$ cat config.mk
export PLATFORM = sky130hd
export DESIGN_NAME = ymodem_block_framer
export DESIGN_NICKNAME = d
export VERILOG_FILES = /design/src/sv/ybf_pkg.sv /design/src/sv/ybf_datapath.sv /design/src/sv/ybf_ctrl.sv /design/src/sv/ymodem_block_framer.sv
export SDC_FILE = /design/constraint.sdc
export NUM_CORES = 1
export LEC_CHECK = 0
export BUFFER_PORTS_ARGS = -buffer_cell sky130_fd_sc_hd__buf_2
export CORE_UTILIZATION = 30
export DETAILED_ROUTE_END_ITERATION = 10
export SLEW_MARGIN = 0
export SYNTH_ARGS = -nofsm -noshare
export SYNTH_HDL_FRONTEND = slang
export SYNTH_SLANG_ARGS = --single-unit
$ cat constraint.sdc
create_clock -name clk -period 4.82 [get_ports clk]
set_input_delay 0.723 -clock clk [delete_from_list [all_inputs] [get_ports clk]]
set_output_delay 0.723 -clock clk [all_outputs]
set_load 0.02 [all_outputs]
$ cat src/sv/ybf_pkg.sv
// Shared constants, command and status types, and the CRC step for the YMODEM block framer.
`timescale 1ns / 1ps

package ybf_pkg;

  localparam int MAX_BLOCKS  = 1024;
  localparam int LONG_BLOCK  = 1024;
  localparam int SHORT_BLOCK = 128;

  localparam int SIZE_W = 21;
  localparam int OFF_W  = $clog2(LONG_BLOCK);
  localparam int BN_W   = 11;

  localparam logic [OFF_W-1:0] LONG_LAST  = OFF_W'(LONG_BLOCK - 1);
  localparam logic [OFF_W-1:0] SHORT_LAST = OFF_W'(SHORT_BLOCK - 1);
  localparam logic [SIZE_W-1:0] LONG_SIZE = SIZE_W'(LONG_BLOCK);
  localparam logic [BN_W-1:0] BN_LIMIT    = BN_W'(MAX_BLOCKS);

  localparam logic [7:0] SOH_OCTET = 8'h01;
  localparam logic [7:0] STX_OCTET = 8'h02;
  localparam logic [7:0] PAD_OCTET = 8'h1A;
  localparam logic [15:0] CRC_POLY = 16'h1021;

  localparam logic [1:0] ST_OK        = 2'd0;
  localparam logic [1:0] ST_LIMIT     = 2'd1;
  localparam logic [1:0] ST_IDLE_DATA = 2'd2;

  // Source of the byte sent in one datapath step
  typedef enum logic [2:0] {
    SRC_HDR_TYPE,
    SRC_HDR_NUM,
    SRC_HDR_INV,
    SRC_DATA,
    SRC_PAD,
    SRC_CRC_HI,
    SRC_CRC_LO,
    SRC_SUM
  } ybf_src_t;

  typedef struct packed {
    logic     load;        // start beat: load file size
    logic     idle_data;   // data beat while idle: empty result, status 2
    logic     start_item;  // data beat while busy: latch byte, open block if needed
    logic     emit;        // send one byte this cycle
    ybf_src_t src;         // which byte
    logic     last;        // this byte closes the run
  } ybf_cmd_t;

  typedef struct packed {
    logic busy;
    logic block_start;
    logic rem_one;
    logic off_last;
    logic use_crc;
    logic out_free;
  } ybf_stat_t;

  // One byte through CRC-16/XMODEM, MSB first
  function automatic logic [15:0] crc_update(input logic [15:0] crc, input logic [7:0] b);
    logic [15:0] c;
    c = crc ^ {b, 8'h00};
    for (int k = 0; k < 8; k++) begin
      c = c[15] ? ((c << 1) ^ CRC_POLY) : (c << 1);
    end
    return c;
  endfunction

endpackage

$ cat src/sv/ybf_datapath.sv
// Datapath: transfer state, CRC and sum, byte packer and output register.
`timescale 1ns / 1ps

module ybf_datapath (
  input  logic                      clk,
  input  logic                      rst,
  input  ybf_pkg::ybf_cmd_t         cmd,
  output ybf_pkg::ybf_stat_t        stat,
  input  logic [ybf_pkg::SIZE_W-1:0] file_size,
  input  logic [7:0]                data_octet,
  input  logic                      cfg_we,
  input  logic                      cfg_wdata,
  output logic                      out_valid,
  input  logic                      out_ready,
  output logic [7:0]                first_octet,
  output logic [7:0]                second_octet,
  output logic [7:0]                third_octet,
  output logic [7:0]                fourth_octet,
  output logic [2:0]                octet_count,
  output logic                      block_end,
  output logic                      transfer_end,
  output logic [1:0]                status,
  output logic                      last_of_run
);
  import ybf_pkg::*;

  logic              use_crc;
  logic [SIZE_W-1:0] remaining;
  logic [OFF_W-1:0]  offset;
  logic              long_flag;
  logic [BN_W-1:0]   block_number;
  logic [15:0]       crc;
  logic [7:0]        sum;
  logic              busy;
  logic [7:0]        data_reg;
  logic [7:0]        pk_b [3];
  logic [1:0]        pk_cnt;

  logic [7:0] emit_byte;
  logic       absorb;
  logic       close;
  logic       rem_zero;
  logic       limit_hit;
  logic       push;
  logic [7:0] w [4];
  logic [2:0] w_cnt;
  logic       w_blk_end;
  logic       w_xfer_end;
  logic [1:0] w_status;
  logic       w_last;

  // Select the byte for this step
  always_comb begin
    unique case (cmd.src)
      SRC_HDR_TYPE: emit_byte = long_flag ? STX_OCTET : SOH_OCTET;
      SRC_HDR_NUM:  emit_byte = block_number[7:0];
      SRC_HDR_INV:  emit_byte = ~block_number[7:0];
      SRC_DATA:     emit_byte = data_reg;
      SRC_PAD:      emit_byte = PAD_OCTET;
      SRC_CRC_HI:   emit_byte = crc[15:8];
      SRC_CRC_LO:   emit_byte = crc[7:0];
      SRC_SUM:      emit_byte = sum;
      default:      emit_byte = 8'h00;
    endcase
  end

  assign absorb    = cmd.emit && (cmd.src == SRC_DATA || cmd.src == SRC_PAD);
  assign close     = cmd.emit && cmd.last && (cmd.src == SRC_CRC_LO || cmd.src == SRC_SUM);
  assign rem_zero  = (remaining == '0);
  assign limit_hit = (block_number >= BN_LIMIT);
  assign push      = (cmd.emit && (cmd.last || pk_cnt == 2'd3)) ||
                     (cmd.load && file_size == '0) || cmd.idle_data;

  // Assemble the result word: packed bytes plus this step's byte
  always_comb begin
    for (int i = 0; i < 4; i++) begin
      w[i] = 8'h00;
    end
    for (int i = 0; i < 3; i++) begin
      if (2'(i) < pk_cnt) begin
        w[i] = pk_b[i];
      end
    end
    if (cmd.emit) begin
      w[pk_cnt] = emit_byte;
    end
    w_cnt      = cmd.emit ? (3'(pk_cnt) + 3'd1) : 3'd0;
    w_last     = cmd.emit ? cmd.last : 1'b1;
    w_blk_end  = close;
    w_xfer_end = cmd.load || (close && (rem_zero || limit_hit));
    if (cmd.idle_data) begin
      w_status = ST_IDLE_DATA;
    end else if (close && !rem_zero && limit_hit) begin
      w_status = ST_LIMIT;
    end else begin
      w_status = ST_OK;
    end
  end

  // Transfer state and control registers
  always_ff @(posedge clk) begin
    if (rst) begin
      use_crc      <= 1'b1;
      remaining    <= '0;
      offset       <= '0;
      long_flag    <= 1'b0;
      block_number <= BN_W'(1);
      crc          <= '0;
      sum          <= '0;
      busy         <= 1'b0;
      pk_cnt       <= '0;
      out_valid    <= 1'b0;
    end else begin
      if (cfg_we) begin
        use_crc <= cfg_wdata;
      end
      // Arm or drop a transfer
      if (cmd.load) begin
        remaining    <= file_size;
        offset       <= '0;
        long_flag    <= 1'b0;
        block_number <= BN_W'(1);
        crc          <= '0;
        sum          <= '0;
        busy         <= (file_size != '0);
      end
      // Open a new block on its first data byte
      if (cmd.start_item && offset == '0) begin
        long_flag <= (remaining >= LONG_SIZE);
        crc       <= '0;
        sum       <= '0;
      end
      if (absorb) begin
        crc    <= crc_update(crc, emit_byte);
        sum    <= sum + emit_byte;
        offset <= offset + OFF_W'(1);
      end
      if (cmd.emit && cmd.src == SRC_DATA) begin
        remaining <= remaining - SIZE_W'(1);
      end
      // Close the block after its check bytes
      if (close) begin
        offset <= '0;
        if (rem_zero || limit_hit) begin
          busy <= 1'b0;
        end else begin
          block_number <= block_number + BN_W'(1);
        end
      end
      // Packer fill count
      if (push) begin
        pk_cnt <= '0;
      end else if (cmd.emit) begin
        pk_cnt <= pk_cnt + 2'd1;
      end
      // Output register handshake
      if (push) begin
        out_valid <= 1'b1;
      end else if (out_ready) begin
        out_valid <= 1'b0;
      end
    end
  end

  // Payload registers
  always_ff @(posedge clk) begin
    if (cmd.start_item) begin
      data_reg <= data_octet;
    end
    if (cmd.emit && !push) begin
      pk_b[pk_cnt] <= emit_byte;
    end
    if (push) begin
      first_octet  <= w[0];
      second_octet <= w[1];
      third_octet  <= w[2];
      fourth_octet <= w[3];
      octet_count  <= w_cnt;
      block_end    <= w_blk_end;
      transfer_end <= w_xfer_end;
      status       <= w_status;
      last_of_run  <= w_last;
    end
  end

  assign stat.busy        = busy;
  assign stat.block_start = (offset == '0);
  assign stat.rem_one     = (remaining == SIZE_W'(1));
  assign stat.off_last    = (offset == (long_flag ? LONG_LAST : SHORT_LAST));
  assign stat.use_crc     = use_crc;
  assign stat.out_free    = !out_valid || out_ready;

endmodule

$ cat src/sv/ybf_ctrl.sv
// Controller: sequences header, data, padding and check bytes for each input beat.
`timescale 1ns / 1ps

module ybf_ctrl (
  input  logic               clk,
  input  logic               rst,
  input  logic               in_valid,
  output logic               in_ready,
  input  logic               mode,
  input  ybf_pkg::ybf_stat_t stat,
  output ybf_pkg::ybf_cmd_t  cmd
);
  import ybf_pkg::*;

  typedef enum logic [2:0] {
    S_IDLE,
    S_HDR,
    S_DATA,
    S_PAD,
    S_CHK,
    S_CHK_LO
  } state_t;

  localparam logic [1:0] HDR_LAST = 2'd2;

  state_t     state, state_next;
  logic [1:0] hdr_idx, hdr_idx_next;

  assign in_ready = (state == S_IDLE) && stat.out_free;

  // Next state and commands
  always_comb begin
    state_next     = state;
    hdr_idx_next   = hdr_idx;
    cmd            = '0;
    cmd.src        = SRC_DATA;
    unique case (state)
      S_IDLE: begin
        if (in_valid && in_ready) begin
          if (!mode) begin
            cmd.load = 1'b1;
          end else if (!stat.busy) begin
            cmd.idle_data = 1'b1;
          end else begin
            cmd.start_item = 1'b1;
            hdr_idx_next   = '0;
            state_next     = stat.block_start ? S_HDR : S_DATA;
          end
        end
      end
      S_HDR: begin
        if (stat.out_free) begin
          cmd.emit = 1'b1;
          priority if (hdr_idx == 2'd0) begin
            cmd.src = SRC_HDR_TYPE;
          end else if (hdr_idx == 2'd1) begin
            cmd.src = SRC_HDR_NUM;
          end else begin
            cmd.src = SRC_HDR_INV;
          end
          hdr_idx_next = hdr_idx + 2'd1;
          if (hdr_idx == HDR_LAST) begin
            state_next = S_DATA;
          end
        end
      end
      S_DATA: begin
        if (stat.out_free) begin
          cmd.emit = 1'b1;
          cmd.src  = SRC_DATA;
          if (stat.rem_one) begin
            state_next = stat.off_last ? S_CHK : S_PAD;
          end else if (stat.off_last) begin
            state_next = S_CHK;
          end else begin
            cmd.last   = 1'b1;
            state_next = S_IDLE;
          end
        end
      end
      S_PAD: begin
        if (stat.out_free) begin
          cmd.emit = 1'b1;
          cmd.src  = SRC_PAD;
          if (stat.off_last) begin
            state_next = S_CHK;
          end
        end
      end
      S_CHK: begin
        if (stat.out_free) begin
          cmd.emit = 1'b1;
          if (stat.use_crc) begin
            cmd.src    = SRC_CRC_HI;
            state_next = S_CHK_LO;
          end else begin
            cmd.src    = SRC_SUM;
            cmd.last   = 1'b1;
            state_next = S_IDLE;
          end
        end
      end
      S_CHK_LO: begin
        if (stat.out_free) begin
          cmd.emit   = 1'b1;
          cmd.src    = SRC_CRC_LO;
          cmd.last   = 1'b1;
          state_next = S_IDLE;
        end
      end
      default: begin
        state_next = S_IDLE;
      end
    endcase
  end

  // Hold state and header index
  always_ff @(posedge clk) begin
    if (rst) begin
      state   <= S_IDLE;
      hdr_idx <= '0;
    end else begin
      state   <= state_next;
      hdr_idx <= hdr_idx_next;
    end
  end

endmodule

$ cat src/sv/ymodem_block_framer.sv
// Top level of the YMODEM block framer: controller plus datapath.
//
//   channel  direction  handshake             payload
//   in       input      in_valid / in_ready   mode, file_size, data_octet
//   out      output     out_valid / out_ready first..fourth_octet, octet_count,
//                                             block_end, transfer_end, status,
//                                             last_of_run
//   cfg      input      cfg_we                cfg_wdata (use_crc)
//
// A start beat or a data beat while idle is handled when it is accepted. A data beat
// inside a block is accepted and its byte sent, after the three header bytes where a
// block opens, and followed at a block end by any pad bytes and the one or two check bytes.
// The controller sends one output byte per cycle while the output is free; four bytes fill a result.
// Synchronous reset returns to idle with CRC mode on and block number one.
// A stalled output holds the byte sequencer and keeps in_ready low.
`timescale 1ns / 1ps

module ymodem_block_framer (
  input  logic                       clk,
  input  logic                       rst,
  input  logic                       in_valid,
  output logic                       in_ready,
  input  logic                       mode,
  input  logic [ybf_pkg::SIZE_W-1:0] file_size,
  input  logic [7:0]                 data_octet,
  input  logic                       cfg_we,
  input  logic                       cfg_wdata,
  output logic                       out_valid,
  input  logic                       out_ready,
  output logic [7:0]                 first_octet,
  output logic [7:0]                 second_octet,
  output logic [7:0]                 third_octet,
  output logic [7:0]                 fourth_octet,
  output logic [2:0]                 octet_count,
  output logic                       block_end,
  output logic                       transfer_end,
  output logic [1:0]                 status,
  output logic                       last_of_run
);
  import ybf_pkg::*;

  ybf_cmd_t  cmd;
  ybf_stat_t stat;

  ybf_ctrl u_ctrl (
    .clk      (clk),
    .rst      (rst),
    .in_valid (in_valid),
    .in_ready (in_ready),
    .mode     (mode),
    .stat     (stat),
    .cmd      (cmd)
  );

  ybf_datapath u_datapath (
    .clk          (clk),
    .rst          (rst),
    .cmd          (cmd),
    .stat         (stat),
    .file_size    (file_size),
    .data_octet   (data_octet),
    .cfg_we       (cfg_we),
    .cfg_wdata    (cfg_wdata),
    .out_valid    (out_valid),
    .out_ready    (out_ready),
    .first_octet  (first_octet),
    .second_octet (second_octet),
    .third_octet  (third_octet),
    .fourth_octet (fourth_octet),
    .octet_count  (octet_count),
    .block_end    (block_end),
    .transfer_end (transfer_end),
    .status       (status),
    .last_of_run  (last_of_run)
  );

endmodule

After elaboration in Yosys (flattened, before gate mapping)
Memory sizes are Yosys's and may differ from the RTL's.
Cells that the tools add are included.
Cells by class
  $lt $le $gt $ge: 7
  reduce and logical (&&, ||, !) cells: 42
  eq/ne operators: 27
  muxes and demuxes: 81
  add/sub/neg operators: 7
  bitwise gates (word level): 11
Operators by type and width (count)
  $mux 13: 8
  $pmux 8 s8: 1
  $mux 8: 7
  $mux 3: 17
  $mux 16: 3
  $logic_not 21->1: 2
  $mux 21: 2
  $mux 11: 3
  $bwmux 32: 1
  $mux 32: 1
  $mux 10: 3
  $not 3->3: 8
  $eq 21x1->1 const B: 1
  $ge 21x11->1 const B: 1
  $reduce_bool 21->1: 1
  $sub 21x1->21 const B: 1
  $pmux 4 s5: 1
  $eq 3x3->1 const B: 6
  $mux 2: 9
  $pmux 3 s6: 1
  $demux 8 s2: 1
  $mux 1: 16
  $ne 2x1->1 const B: 8
  $xor 16x16->16: 1
  other kinds (33): 72
Word-level totals
  input bits: 36
  output and inout bits: 42
  memory bits (writable): 24
  register bits after elaboration: 125
  memories: 1
  logic and storage cells: 198
Memory list
  u_datapath.pk_b: words 3, bits a word 8, rd ports 3, clocked after Yosys merged registers in 0, wr ports 1, line ybf_datapath.sv:36  | logic [7:0] pk_b [3];

Longest topological paths before layout
Gate-level depths: netlist (run 1).
  word-level depth: 26
  gate-level depth with buffers: 19
  depth with buffers taken out: 19

Modules after synthesis
From an unflattened synthesis (run 1), not the netlist that was laid out.
Second synthesis, totals
  cell total of the unflattened synthesis: 790
  area, all modules: 7833.8 sq um
By module, submodules not included
  ybf_datapath: times used 1, cells each 708, area an instance 7243.2 sq um, sequential area each 3603.5 sq um
  ybf_ctrl: times used 1, cells each 82, area an instance 590.6 sq um, sequential area each 100.1 sq um

Worst setup path before layout (run 1)
Ideal clock, no wire load.
  kind: input-to-reg
  from: in out_ready
  to: reg u_datapath.sum[7]
  path slack: 0.868 ns
  setup time: 0.132 ns
  stages on the path: 17
  path buffers: 1
  arrival time: 3.821 ns
  data required time: 4.688 ns
  cell sequence: nand2b_1 -> a311oi_2 -> or3b_1 -> buf_6 -> o31ai_1 -> a211oi_4 -> inv_1 -> ha_1 -> a21o_1 -> a21o_1 -> a21o_1 -> a21oi_1 -> o21ai_0 -> xnor2_1 -> nor2_1 -> nor3b_1 -> nor3_1
On the way
  elaborated cells between the ends (all ways): 27
  those cells by class: add/sub: 1; eq/ne: 7; mux: 11; reduce/logical: 8
RTL lines
  from (decl): line ymodem_block_framer.sv:29  | input logic out_ready,
  $logic_or 1x1->1 (*): line ybf_datapath.sv:191  | assign stat.out_free = !out_valid || out_ready;
  $mux 5, or another cell as far along: line ybf_ctrl.sv:104  | if (stat.out_free) begin
  $pmux 4 s5 (*): line ybf_ctrl.sv:37  | unique case (state)
  $eq 3x3->1, or another cell as far along: line ybf_datapath.sv:54  | unique case (cmd.src)
  $pmux 8 s8 (*): line ybf_datapath.sv:54
  net u_datapath.emit_byte[1]: line ybf_datapath.sv:39  | logic [7:0] emit_byte;
  $add 8x8->8 (*): line ybf_datapath.sv:135  | sum <= sum + emit_byte;
  $mux 8 (*): line ybf_datapath.sv:133  | if (absorb) begin
  to (signal assigned): line ybf_datapath.sv:135
  to (decl): line ybf_datapath.sv:33  | logic [7:0] sum;
Mark *: on every way through the listed nets, which the timed path passes. The rest lies on a longest branch.
A chain may end at the register's enable or synchronous reset.

Worst setup path in the final report (run 1)
  from: reg u_ctrl.hdr_idx[0]
  to: reg u_datapath.sum[7]
On the way
  cells in the longest elaborated chain, start to end: 9
  elaborated cells between the ends (all ways): 20
  those cells by class: add/sub: 1; eq/ne: 8; mux: 6; reduce/logical: 5
RTL lines
  from (decl): line ybf_ctrl.sv:27  | logic [1:0] hdr_idx, hdr_idx_next;
  from (signal assigned): line ybf_ctrl.sv:124  | hdr_idx <= hdr_idx_next;
  $eq 2x1->1: line ybf_ctrl.sv:56  | end else if (hdr_idx == 2'd1) begin
  $mux 2: line ybf_ctrl.sv:56
  $mux 3 (*): line ybf_ctrl.sv:54  | priority if (hdr_idx == 2'd0) begin
  $mux 4 (*): line ybf_ctrl.sv:52  | if (stat.out_free) begin
  $pmux 4 s5 (*): line ybf_ctrl.sv:37
  $eq 3x3->1, or another cell as far along: line ybf_datapath.sv:54
  $pmux 8 s8 (*): line ybf_datapath.sv:54
  net u_datapath.emit_byte[2]: line ybf_datapath.sv:39
  $add 8x8->8 (*): line ybf_datapath.sv:135
  $mux 8 (*): line ybf_datapath.sv:133
Marked as above.

==> results of run 1 <==
## synthesized netlist by cell type, drive strengths merged, types with 8 or more instances
cell type	number	area (um2)
and3	10	62.6
dfxtp	77	1540
o21ai	41	224
a22o	8	70.1
o211ai	12	90.1
clkbuf	24	90.1
and2	8	52.6
a31oi	14	87.6
nor3	16	80.1
ha	22	275
edfxtp	72	2160
inv	37	139
nand2	61	229
a21oi	42	221
nand4	9	56.3
nor2	76	290
xor2	14	123
buf	13	83.8
mux2i	12	144
a22oi	18	135
or2	8	50.1
nand3	29	145
o22ai	8	50.1
xnor2	13	151
nor4	14	106
## per-layer routing
layer,up-vias,track usage (%),share of wire (%)
li1,2949,-,-
met1,2873,20.3,47
met2,188,23.5,46
met3,30,3.25,5.1
met4,0,4.94,1.8
met5,-,0,0
## cell type report
type	count	share of cell area, %
Tap cell	324	4.55
Multi-Input combinational cell	527	39.3
Sequential cell	149	41.6
Clock inverter	15	1.81
Inverter	37	1.56
Timing Repair Buffer	101	6.35
Clock buffer	17	4.78
## final timing paths
kind              cells past startpoint                startpoint                        to  slack (ns)
setup reg to reg                     19         u_ctrl.hdr_idx[0]         u_datapath.sum[7]        0.55
hold reg to reg                       2  u_datapath.remaining[16]  u_datapath.remaining[16]        0.47
hold / removal                        1             data_octet[3]    u_datapath.data_reg[3]        0.47
setup / recovery                     19         u_ctrl.hdr_idx[0]         u_datapath.sum[7]        0.55
## report_power, final
part	switching (uW)	leakage [uW]	total, uW	internal (uW)
clock	594	0.000285	1330	735
combinational	1780	0.00181	2820	1030
sequential	274	0.00130	2080	1810
## cells by family after synthesis
logic type | after synthesis
compound gates | 195
xor+xnor | 28
fa+ha+maj | 23
buf+inv | 74
flops | 149
mux | 14
simple gates | 267
## stage by stage
stage	utilization [%]	hold WS (ns)	cell area, um2
2_1_floorplan	-	0.438	7510
3_3_place_gp	34.0	0.454	8320
3_5_place_dp	34.0	0.468	8320
4_1_cts	36.4	0.446	8900
5_1_grt	36.4	0.454	8900
6_report	36.4	0.469	8900
==> impl_metrics.env, run 1 <==
export IMPL_drc_errors=0
export IMPL_post_cts_setup_buffer_count=0
export IMPL_async_flop_share_pct=0
export IMPL_min_period_over_period_pct=88.7
export IMPL_avgRoutedWirePerCell_um=16.2
export IMPL_postCtsResizedCells=0
export IMPL_drt_pass1_iter_count=5
export IMPL_stdcell_count=1170
export IMPL_synth_xor_area_share_pct=3.95
export IMPL_cts_root_buf="clkbuf_16"
export IMPL_seq_area_um2=3700
export IMPL_cts_buffers=17
export IMPL_p_total_uw=6230
export IMPL_syn_to_final_growth_pct=18.5
export IMPL_cts_tree="done"
export IMPL_outcome="completed"
export IMPL_tightest_slew_ns=0.733
export IMPL_cts_hold_buffers=0
export IMPL_largestRegisters="u_datapath.pk_b x24, u_datapath.remaining x21, u_datapath.crc x16"
export IMPL_cp_top_family="compound AO/OA/AOI/OAI gates"
export IMPL_p_leak_uw=0.00339
export IMPL_multi_input_area_um2=3500
export IMPL_die_w_um=160
export IMPL_synth_cell_types=80
export IMPL_cts_sinks=149
export IMPL_num_rows=57
export IMPL_drv_slew=0
export IMPL_pwr_density_cell_nw_per_um2=700
export IMPL_track_usage_pct=15.0
export IMPL_dp_cells=1138
export IMPL_critPathLaunchType="register"
export IMPL_vias=6040
export IMPL_yosysSeqAreaShare_pct=49.3
export IMPL_grt_ovfl_total=0
export IMPL_drtIter0Drc=455
export IMPL_cts_max_path_buffers=2
export IMPL_ant_nets=0
export IMPL_worstSkewPairLatency_ns=0.43
export IMPL_hpwl_um=13800
export IMPL_synth_top_family_by_area="compound AO/OA/AOI/OAI gates"
export IMPL_yosys_area_share_simple_pct=17.9
export IMPL_finalCriticalPeriod_ns=4.27
export IMPL_synth_mux_area_share_pct=2.21
export IMPL_final_cell_mix="buf_2, dfxtp_1, nor2_1"
export IMPL_die_area_um2=25700
export IMPL_routed_via_density=5.16
export IMPL_crit_type="register to register"
export IMPL_synth_edf_count=72
export IMPL_fin_setup_tns_ns=0
export IMPL_crit_fanout=7
export IMPL_fin_nets=892
export IMPL_skew_ns=0.0113
export IMPL_worst_setup_path_end_kind="register"
export IMPL_netlist_area_um2=7510
export IMPL_setup_viol=0
export IMPL_cp_buffers_inverters=3
export IMPL_path_clk_slew_ns=0.07
export IMPL_synthAdderAreaFrac_pct=3.93
export IMPL_grt_pass1_wl_um=30200
export IMPL_worstHoldPathType="input pin to register"
export IMPL_start_util_pct=30.7
export IMPL_synth_ff_type="dfxtp_1"
export IMPL_antenna_found_initial=0
export IMPL_placement_io_buffers=77
export IMPL_rsz0062_at_grt="no"
export IMPL_grt_start_max_net_pins=52
export IMPL_dp_slack_ns=0.363
export IMPL_worst_slack_ns=0.545
export IMPL_synth_fp_nets=809
export IMPL_num_antenna_cells=0
export IMPL_netlist_instances=750
export IMPL_critPathSlowestCell="dfxtp_1"
export IMPL_slowest_delay_ns=0.38
export IMPL_first_global_vias=5633
export IMPL_wirelength_um=19000
export IMPL_largest_reg_flops=24
export IMPL_crit_arrival_ns=4.57
export IMPL_cap_violations=0
export IMPL_crit_chain="inv_1 > ha_1 > or2_1 > a211oi_2 > or3b_1 > buf_4 > mux2i_1 > a221o_1 > a21oi_1 > inv_1 > ha_1 > a21o_1 > a21o_1 > a21oi_1 > o21ai_0 > xnor2_1 > nor2_1 > nor3b_1 > nor3_1"
export IMPL_ir_drop_uv=337
export IMPL_layout_drive_gt1_share_pct=20.6
export IMPL_ios=78
export IMPL_cts_htree_levels=4
export IMPL_synth_compound_area_share_pct=18.6
export IMPL_hold_viol=0
export IMPL_max_freq_mhz=234
export IMPL_yosys_warnings=0
export IMPL_fill_cells=2474
export IMPL_gp_congestion=0.866
export IMPL_core_um2=24500
export IMPL_max_slew_margin_pct=51.1
export IMPL_die_y_um=160
export IMPL_ys_ff_latch=149
export IMPL_regMostFlops="u_datapath.pk_b"
export IMPL_required_ns=5.11
export IMPL_avgSynthCellArea_um2=10.0
Power figures use the tool's default switching activity.
==> run 2: changes to the inputs <==
--- a/config.mk
+++ b/config.mk
@@ -5,9 +5,10 @@
 export SDC_FILE = /design/constraint.sdc
 export NUM_CORES = 1
 export LEC_CHECK = 0
-export BUFFER_PORTS_ARGS = -buffer_cell sky130_fd_sc_hd__buf_2
 export CORE_UTILIZATION = 30
 export DETAILED_ROUTE_END_ITERATION = 10
+export DONT_BUFFER_PORTS = 1
+export GPL_TIMING_DRIVEN = 0
 export SLEW_MARGIN = 0
 export SYNTH_ARGS = -nofsm -noshare
 export SYNTH_HDL_FRONTEND = slang
==> constraint.sdc (replaced) <==
create_clock -name clk -period 4.82 [get_ports clk]
set_input_delay 0.241 -clock clk [delete_from_list [all_inputs] [get_ports clk]]
set_output_delay 0.241 -clock clk [all_outputs]
set_load 0.02 [all_outputs]
==> impl_metrics.env, run 2 (synthesized netlist as in run 1, its figures left out) <==
export IMPL_outcome="completed"
export IMPL_path_clk_slew_ns=0.07
export IMPL_drc_errors=0
export IMPL_crit_type="register to register"
export IMPL_final_cell_mix="dfxtp_1, nor2_1, edfxtp_1"
export IMPL_gp_congestion=0.892
export IMPL_syn_to_final_growth_pct=17.3
export IMPL_finalCriticalPeriod_ns=4.44
export IMPL_intPower_uw=3520
export IMPL_reg2reg_from="u_ctrl.hdr_idx[0]"
export IMPL_cts_root_buf="clkbuf_16"
export IMPL_dp_cells=1075
export IMPL_fin_setup_tns_ns=0
export IMPL_die_y_um=160
export IMPL_critPathLaunchType="register"
export IMPL_critPathSlowestCell="a21oi_1"
export IMPL_setup_viol=0
export IMPL_cts_max_path_buffers=2
export IMPL_rr_endpoint="u_datapath.sum[7]"
export IMPL_max_freq_mhz=225
export IMPL_slowest_delay_ns=0.57
export IMPL_worstSkewPairLatency_ns=0.44
export IMPL_core_um2=24500
export IMPL_p_sw_uw=2660
export IMPL_regMostFlops="u_datapath.pk_b"
export IMPL_avgRoutedWirePerCell_um=17.2
export IMPL_grt_pass1_wl_um=31300
export IMPL_cts_buffers=17
export IMPL_layout_commonest_cell="dfxtp_1"
export IMPL_vias=5995
export IMPL_max_slew_margin_pct=44.8
export IMPL_die_w_um=160
export IMPL_p_clk_share_pct=22.5
export IMPL_drtIter0Drc=411
export IMPL_required_ns=5.10
export IMPL_reg2reg_depth=18
export IMPL_cts_htree_levels=4
export IMPL_layout_drive_gt1_share_pct=10.8
export IMPL_pwr_density_cell_nw_per_um2=701
export IMPL_ir_drop_uv=281
export IMPL_stdcell_count=1133
export IMPL_p_leak_uw=0.00318
export IMPL_r2r_slack_ns=0.38
export IMPL_largestRegisters="u_datapath.pk_b x24, u_datapath.remaining x21, u_datapath.crc x16"
export IMPL_routed_via_density=5.29
export IMPL_fin_util_pct=36.0
export IMPL_skew_ns=0.0139
export IMPL_crit_path_end="u_datapath.sum[7]"
export IMPL_swShare_pct=43.1
export IMPL_hold_viol=0
export IMPL_placement_io_buffers=0
export IMPL_grt_ovfl_total=0
export IMPL_ant_nets=0
export IMPL_largest_reg_flops=24
export IMPL_num_antenna_cells=0
export IMPL_track_usage_pct=15.6
export IMPL_fin_nets=855
export IMPL_worstHoldPathType="input pin to register"
export IMPL_drt_pass1_iter_count=5
export IMPL_crit_fanout=8
export IMPL_crit_chain="inv_1 > ha_1 > or2_1 > a211oi_2 > or3b_1 > buf_6 > mux2i_1 > a221o_1 > a21oi_1 > inv_1 > ha_1 > a21o_1 > a21oi_1 > o21ai_0 > xnor2_1 > nor2_1 > nor3b_1 > nor3_1"
export IMPL_cts_sinks=149
export IMPL_hpwl_um=14200
export IMPL_min_period_over_period_pct=92.2
export IMPL_ios=78
export IMPL_p_total_uw=6180
export IMPL_wirelength_um=19500
export IMPL_crit_arrival_ns=4.73
export IMPL_combinationalPowerShare_pct=40.8
export IMPL_start_util_pct=30.7
export IMPL_antenna_found_initial=0
export IMPL_grt_start_max_net_pins=45
export IMPL_cap_violations=0
export IMPL_worst_setup_path_end_kind="register"
export IMPL_tightest_slew_ns=0.828
export IMPL_die_area_um2=25700
export IMPL_drv_slew=0
export IMPL_p_seq_share_pct=36.7
export IMPL_num_rows=57
export IMPL_rsz0062_at_grt="no"
export IMPL_first_global_vias=5656
export IMPL_cts_tree="done"
export IMPL_crit_start="u_ctrl.hdr_idx[0]"
-- run 2: layer usage --
metal	share of wire, %	track usage, %
met1	46	21.2
met5	0	0
met2	46	24.4
met4	1.5	5.54
met3	7.2	3.51
-- run 2: area by class of cell --
class | instances | area (um2)
plain buffers | 37 | 174
inverters | 37 | 139
flip-flops and latches | 149 | 3700
multi-input cells | 527 | 3500
clock inverters | 15 | 188
repair buffers | 27 | 275
fillers | 2480 | 15700
well taps | 324 | 405
clock buffers | 17 | 425
-- run 2: worst max-delay path, delay by kind of cell, from the launching register on --
kind	cells	cell delay (ns)
buf+inv	3	0.45
xor+xnor	1	0.20
compound gates	6	1.87
fa+ha+maj	2	0.58
simple gates	5	0.75
flops	1	0.38
mux	1	0.08
-- run 2: worst min-delay path by stage --
stage / from / cells past startpoint / slack [ns] / endpoint
final: file_size[4] / 2 / 0.01 / u_datapath.remaining[4]
after global routing: file_size[19] / 2 / 0.006 / u_datapath.remaining[19]
after CTS: file_size[16] / 2 / 0.0003 / u_datapath.remaining[16]
after detailed placement: data_octet[0] / 0 / 0.34 / u_datapath.data_reg[0]
after global placement: data_octet[0] / 0 / 0.34 / u_datapath.data_reg[0]
after floorplan: data_octet[0] / 0 / 0.34 / u_datapath.data_reg[0]
-- run 2: metrics by stage --
step           hold slack (ns)  worst slack, ns  instance area, um2
6_report               0.00986            0.378                8810
5_1_grt                0.00603           0.0502                8810
4_1_cts               0.000255           0.0639                8790
3_5_place_dp             0.340           0.0979                7940
3_3_place_gp             0.340           -0.250                7920
2_1_floorplan            0.340             1.02                7510
-- run 2: timing repair --
action                                  in CTS  in global routing
hold buffers                                24                  0
gates resized for setup                      0                  1
hold endpoints to repair                    23                  0
buffers inserted                             0                  2
endpoints found under the setup margin       0                  1
-- run 2: power groups by stage --
stage	registers, uW	logic [uW]	clock network, uW
2_1_floorplan	2220	1860	0
3_3_place_gp	2300	2410	0
3_5_place_dp	2300	2460	0
4_1_cts	2270	2500	1410
5_1_grt	2320	2790	1470
6_report	2270	2520	1390
==> run 3: changes to the inputs <==
--- a/config.mk
+++ b/config.mk
@@ -5,7 +5,8 @@
 export SDC_FILE = /design/constraint.sdc
 export NUM_CORES = 1
 export LEC_CHECK = 0
-export CORE_UTILIZATION = 30
+export ABC_AREA = 1
+export CORE_UTILIZATION = 45
 export DETAILED_ROUTE_END_ITERATION = 10
 export DONT_BUFFER_PORTS = 1
 export GPL_TIMING_DRIVEN = 0
==> impl_metrics.env, run 3 <==
export IMPL_outcome="completed"
export IMPL_cts_max_path_buffers=2
export IMPL_async_flop_share_pct=0
export IMPL_postCtsResizedCells=0
export IMPL_cts_buffers=17
export IMPL_antenna_found_initial=0
export IMPL_avgSynthCellArea_um2=8.04
export IMPL_grt_start_max_net_pins=39
export IMPL_core_um2=17500
export IMPL_routed_via_density=5.46
export IMPL_pwr_density_cell_nw_per_um2=538
export IMPL_cap_violations=0
export IMPL_grt_pass1_wl_um=34500
export IMPL_drc_errors=0
export IMPL_hold_viol=0
export IMPL_worstHoldPathType="input pin to register"
export IMPL_wirelength_um=21700
export IMPL_start_util_pct=46.7
export IMPL_cts_htree_levels=4
export IMPL_largest_reg_flops=24
export IMPL_synth_edf_count=72
export IMPL_yosysMostFrequentCell="nand2_1"
export IMPL_ant_nets=0
export IMPL_layout_commonest_cell="nand2_1"
export IMPL_yosysSeqAreaShare_pct=45.2
export IMPL_die_y_um=137
export IMPL_crit_type="register to register"
export IMPL_track_usage_pct=24.4
export IMPL_synth_area_leaders="edfxtp_1, dfxtp_1, nand2_1, nand3_1, inv_1"
export IMPL_drv_slew=0
export IMPL_p_leak_uw=0.00368
export IMPL_worst_setup_path_end_kind="register"
export IMPL_grt_ovfl_total=0
export IMPL_first_global_vias=6369
export IMPL_die_area_um2=18800
export IMPL_crit_arrival_ns=4.24
export IMPL_ys_ff_latch=149
export IMPL_syn_to_final_growth_pct=12.8
export IMPL_yosys_warnings=0
export IMPL_skew_ns=0.0112
export IMPL_ios=78
export IMPL_drtIter0Drc=667
export IMPL_rsz0062_at_grt="no"
export IMPL_layout_drive_gt1_share_pct=10.6
export IMPL_min_period_over_period_pct=80.4
export IMPL_avgRoutedWirePerCell_um=16.8
export IMPL_yosys_area_top_type="edfxtp_1"
export IMPL_synth_fp_nets=1078
export IMPL_largestRegisters="u_datapath.pk_b x24, u_datapath.remaining x21, u_datapath.crc x16"
export IMPL_max_freq_mhz=258
export IMPL_critPathLaunchType="register"
export IMPL_yosys_top_cells_count="nand2_1, inv_1, nand3_1"
export IMPL_placement_io_buffers=0
export IMPL_finalCriticalPeriod_ns=3.88
export IMPL_tightest_slew_ns=1.00
export IMPL_netlist_instances=1019
export IMPL_required_ns=5.19
export IMPL_cts_tree="done"
export IMPL_num_antenna_cells=0
export IMPL_synth_cell_types=53
export IMPL_cts_root_buf="clkbuf_16"
export IMPL_yosysTopAreaCellShare_pct=26.4
export IMPL_dp_cells=1245
export IMPL_drt_pass1_iter_count=5
export IMPL_final_cell_mix="nand2_1, inv_1, nand3_1"
export IMPL_vias=7066
export IMPL_regMostFlops="u_datapath.pk_b"
export IMPL_setup_viol=0
export IMPL_synth_ff_type="dfxtp_1"
export IMPL_num_rows=48
export IMPL_cts_sinks=149
export IMPL_max_slew_margin_pct=32.9
export IMPL_die_w_um=137
export IMPL_netlist_area_um2=8200
export IMPL_stdcell_count=1293
export IMPL_gp_congestion=0.850
export IMPL_crit_fanout=7
export IMPL_hpwl_um=15900
export IMPL_p_total_uw=4980
export IMPL_worstSkewPairLatency_ns=0.44
export IMPL_fin_nets=1114
export IMPL_ir_drop_uv=260
export IMPL_path_clk_slew_ns=0.07
[run 3: cell types whose count changed in the layout (fill, tap and decap cells not counted), moves of 10 or more]
cell | before | now
nand2_1 | 61 | 211
nand4_1 | 9 | 26
a21oi_1 | 40 | 66
a22oi_1 | 18 | 0
nor2_4 | 0 | 12
nand3_1 | 29 | 98
o21ai_0 | 37 | 56
inv_1 | 36 | 123
nand2_2 | 0 | 11
a31oi_1 | 14 | 4
[run 3: worst max-delay path, cell delays in order (launching register included)]
cell      delay (ns)
dfxtp_1         0.52
inv_1           0.09
nor2_2          0.34
nand3_1         0.12
nand2_1         0.13
nor2_4          0.05
nand4_1         0.22
o21bai_1        0.16
nor2_4          0.27
inv_2           0.13
ha_1            0.37
a21oi_1         0.20
nand2_1         0.07
nand2_1         0.08
nand2_1         0.05
nand2_1         0.06
nand2_1         0.06
nand2_1         0.08
nand2_1         0.06
a21oi_1         0.19
xor2_1          0.20
o21ai_0         0.10
a21o_1          0.16
a21oi_1         0.10
[run 3: metrics by stage]
step | utilization (%) | hold slack, ns | setup TNS (ns) | instance area (um2) | setup WS (ns)
finish | 52.7 | 0.0163 | 0 | 9250 | 0.944
global route | 52.7 | 0.0313 | 0 | 9250 | 0.409
CTS | 52.7 | 0.00892 | 0 | 9250 | 0.903
detailed placement | 48.5 | 0.338 | 0 | 8500 | 0.924
global placement | 48.3 | 0.336 | -0.280 | 8480 | -0.0197
floorplan | - | 0.332 | 0 | 8200 | 1.46
[run 3: final timing paths]
| check | endpoint | start | cells past startpoint | slack [ns] |
|---|---|---|---|---|
| max reg2reg | u_datapath.sum[7] | u_datapath.out_valid | 23 | 0.94 |
| min | u_datapath.remaining[5] | file_size[5] | 4 | 0.02 |
| max | u_datapath.sum[7] | u_datapath.out_valid | 23 | 0.94 |
| min reg2reg | u_datapath.remaining[19] | u_datapath.remaining[19] | 2 | 0.48 |
[run 3: cell type report]
type,count,area (um2)
Fill cell,1683,8290
Tap cell,225,282
Sequential cell,149,3700
Clock buffer,17,425
Clock inverter,15,155
Buffer,30,171
Multi-Input combinational cell,704,3810
Inverter,136,517
Timing Repair Buffer,17,180
[run 3: where the power goes]
group	switching (uW)	internal, uW	total, uW
logic	1210	596	1810
registers	249	1600	1850
clock network	632	692	1320
total	2090	2880	4980
[run 3: cell families after synthesis]
| logic type | Yosys count | synth area share, % |
|---|---|---|
| flops | 149 | 45.2 |
| xor+xnor | 17 | 1.82 |
| fa+ha+maj | 23 | 3.60 |
| buf+inv | 166 | 8.40 |
| simple gates | 491 | 28.7 |
| compound gates | 173 | 12.3 |
[run 3: metal layers]
layer	track usage, %	vias to the layer above	wire [um]
met5	0	-	0
met4	6.23	0	214
met3	4.26	16	1470
met2	36.4	240	9400
met1	35.9	3292	10700
li1	-	3518	-
[run 3: timing repair]
item	in CTS	in global routing
hold buffers	16	0
endpoints found under the hold margin	16	0
buffers inserted	0	0
setup endpoints to repair	0	0
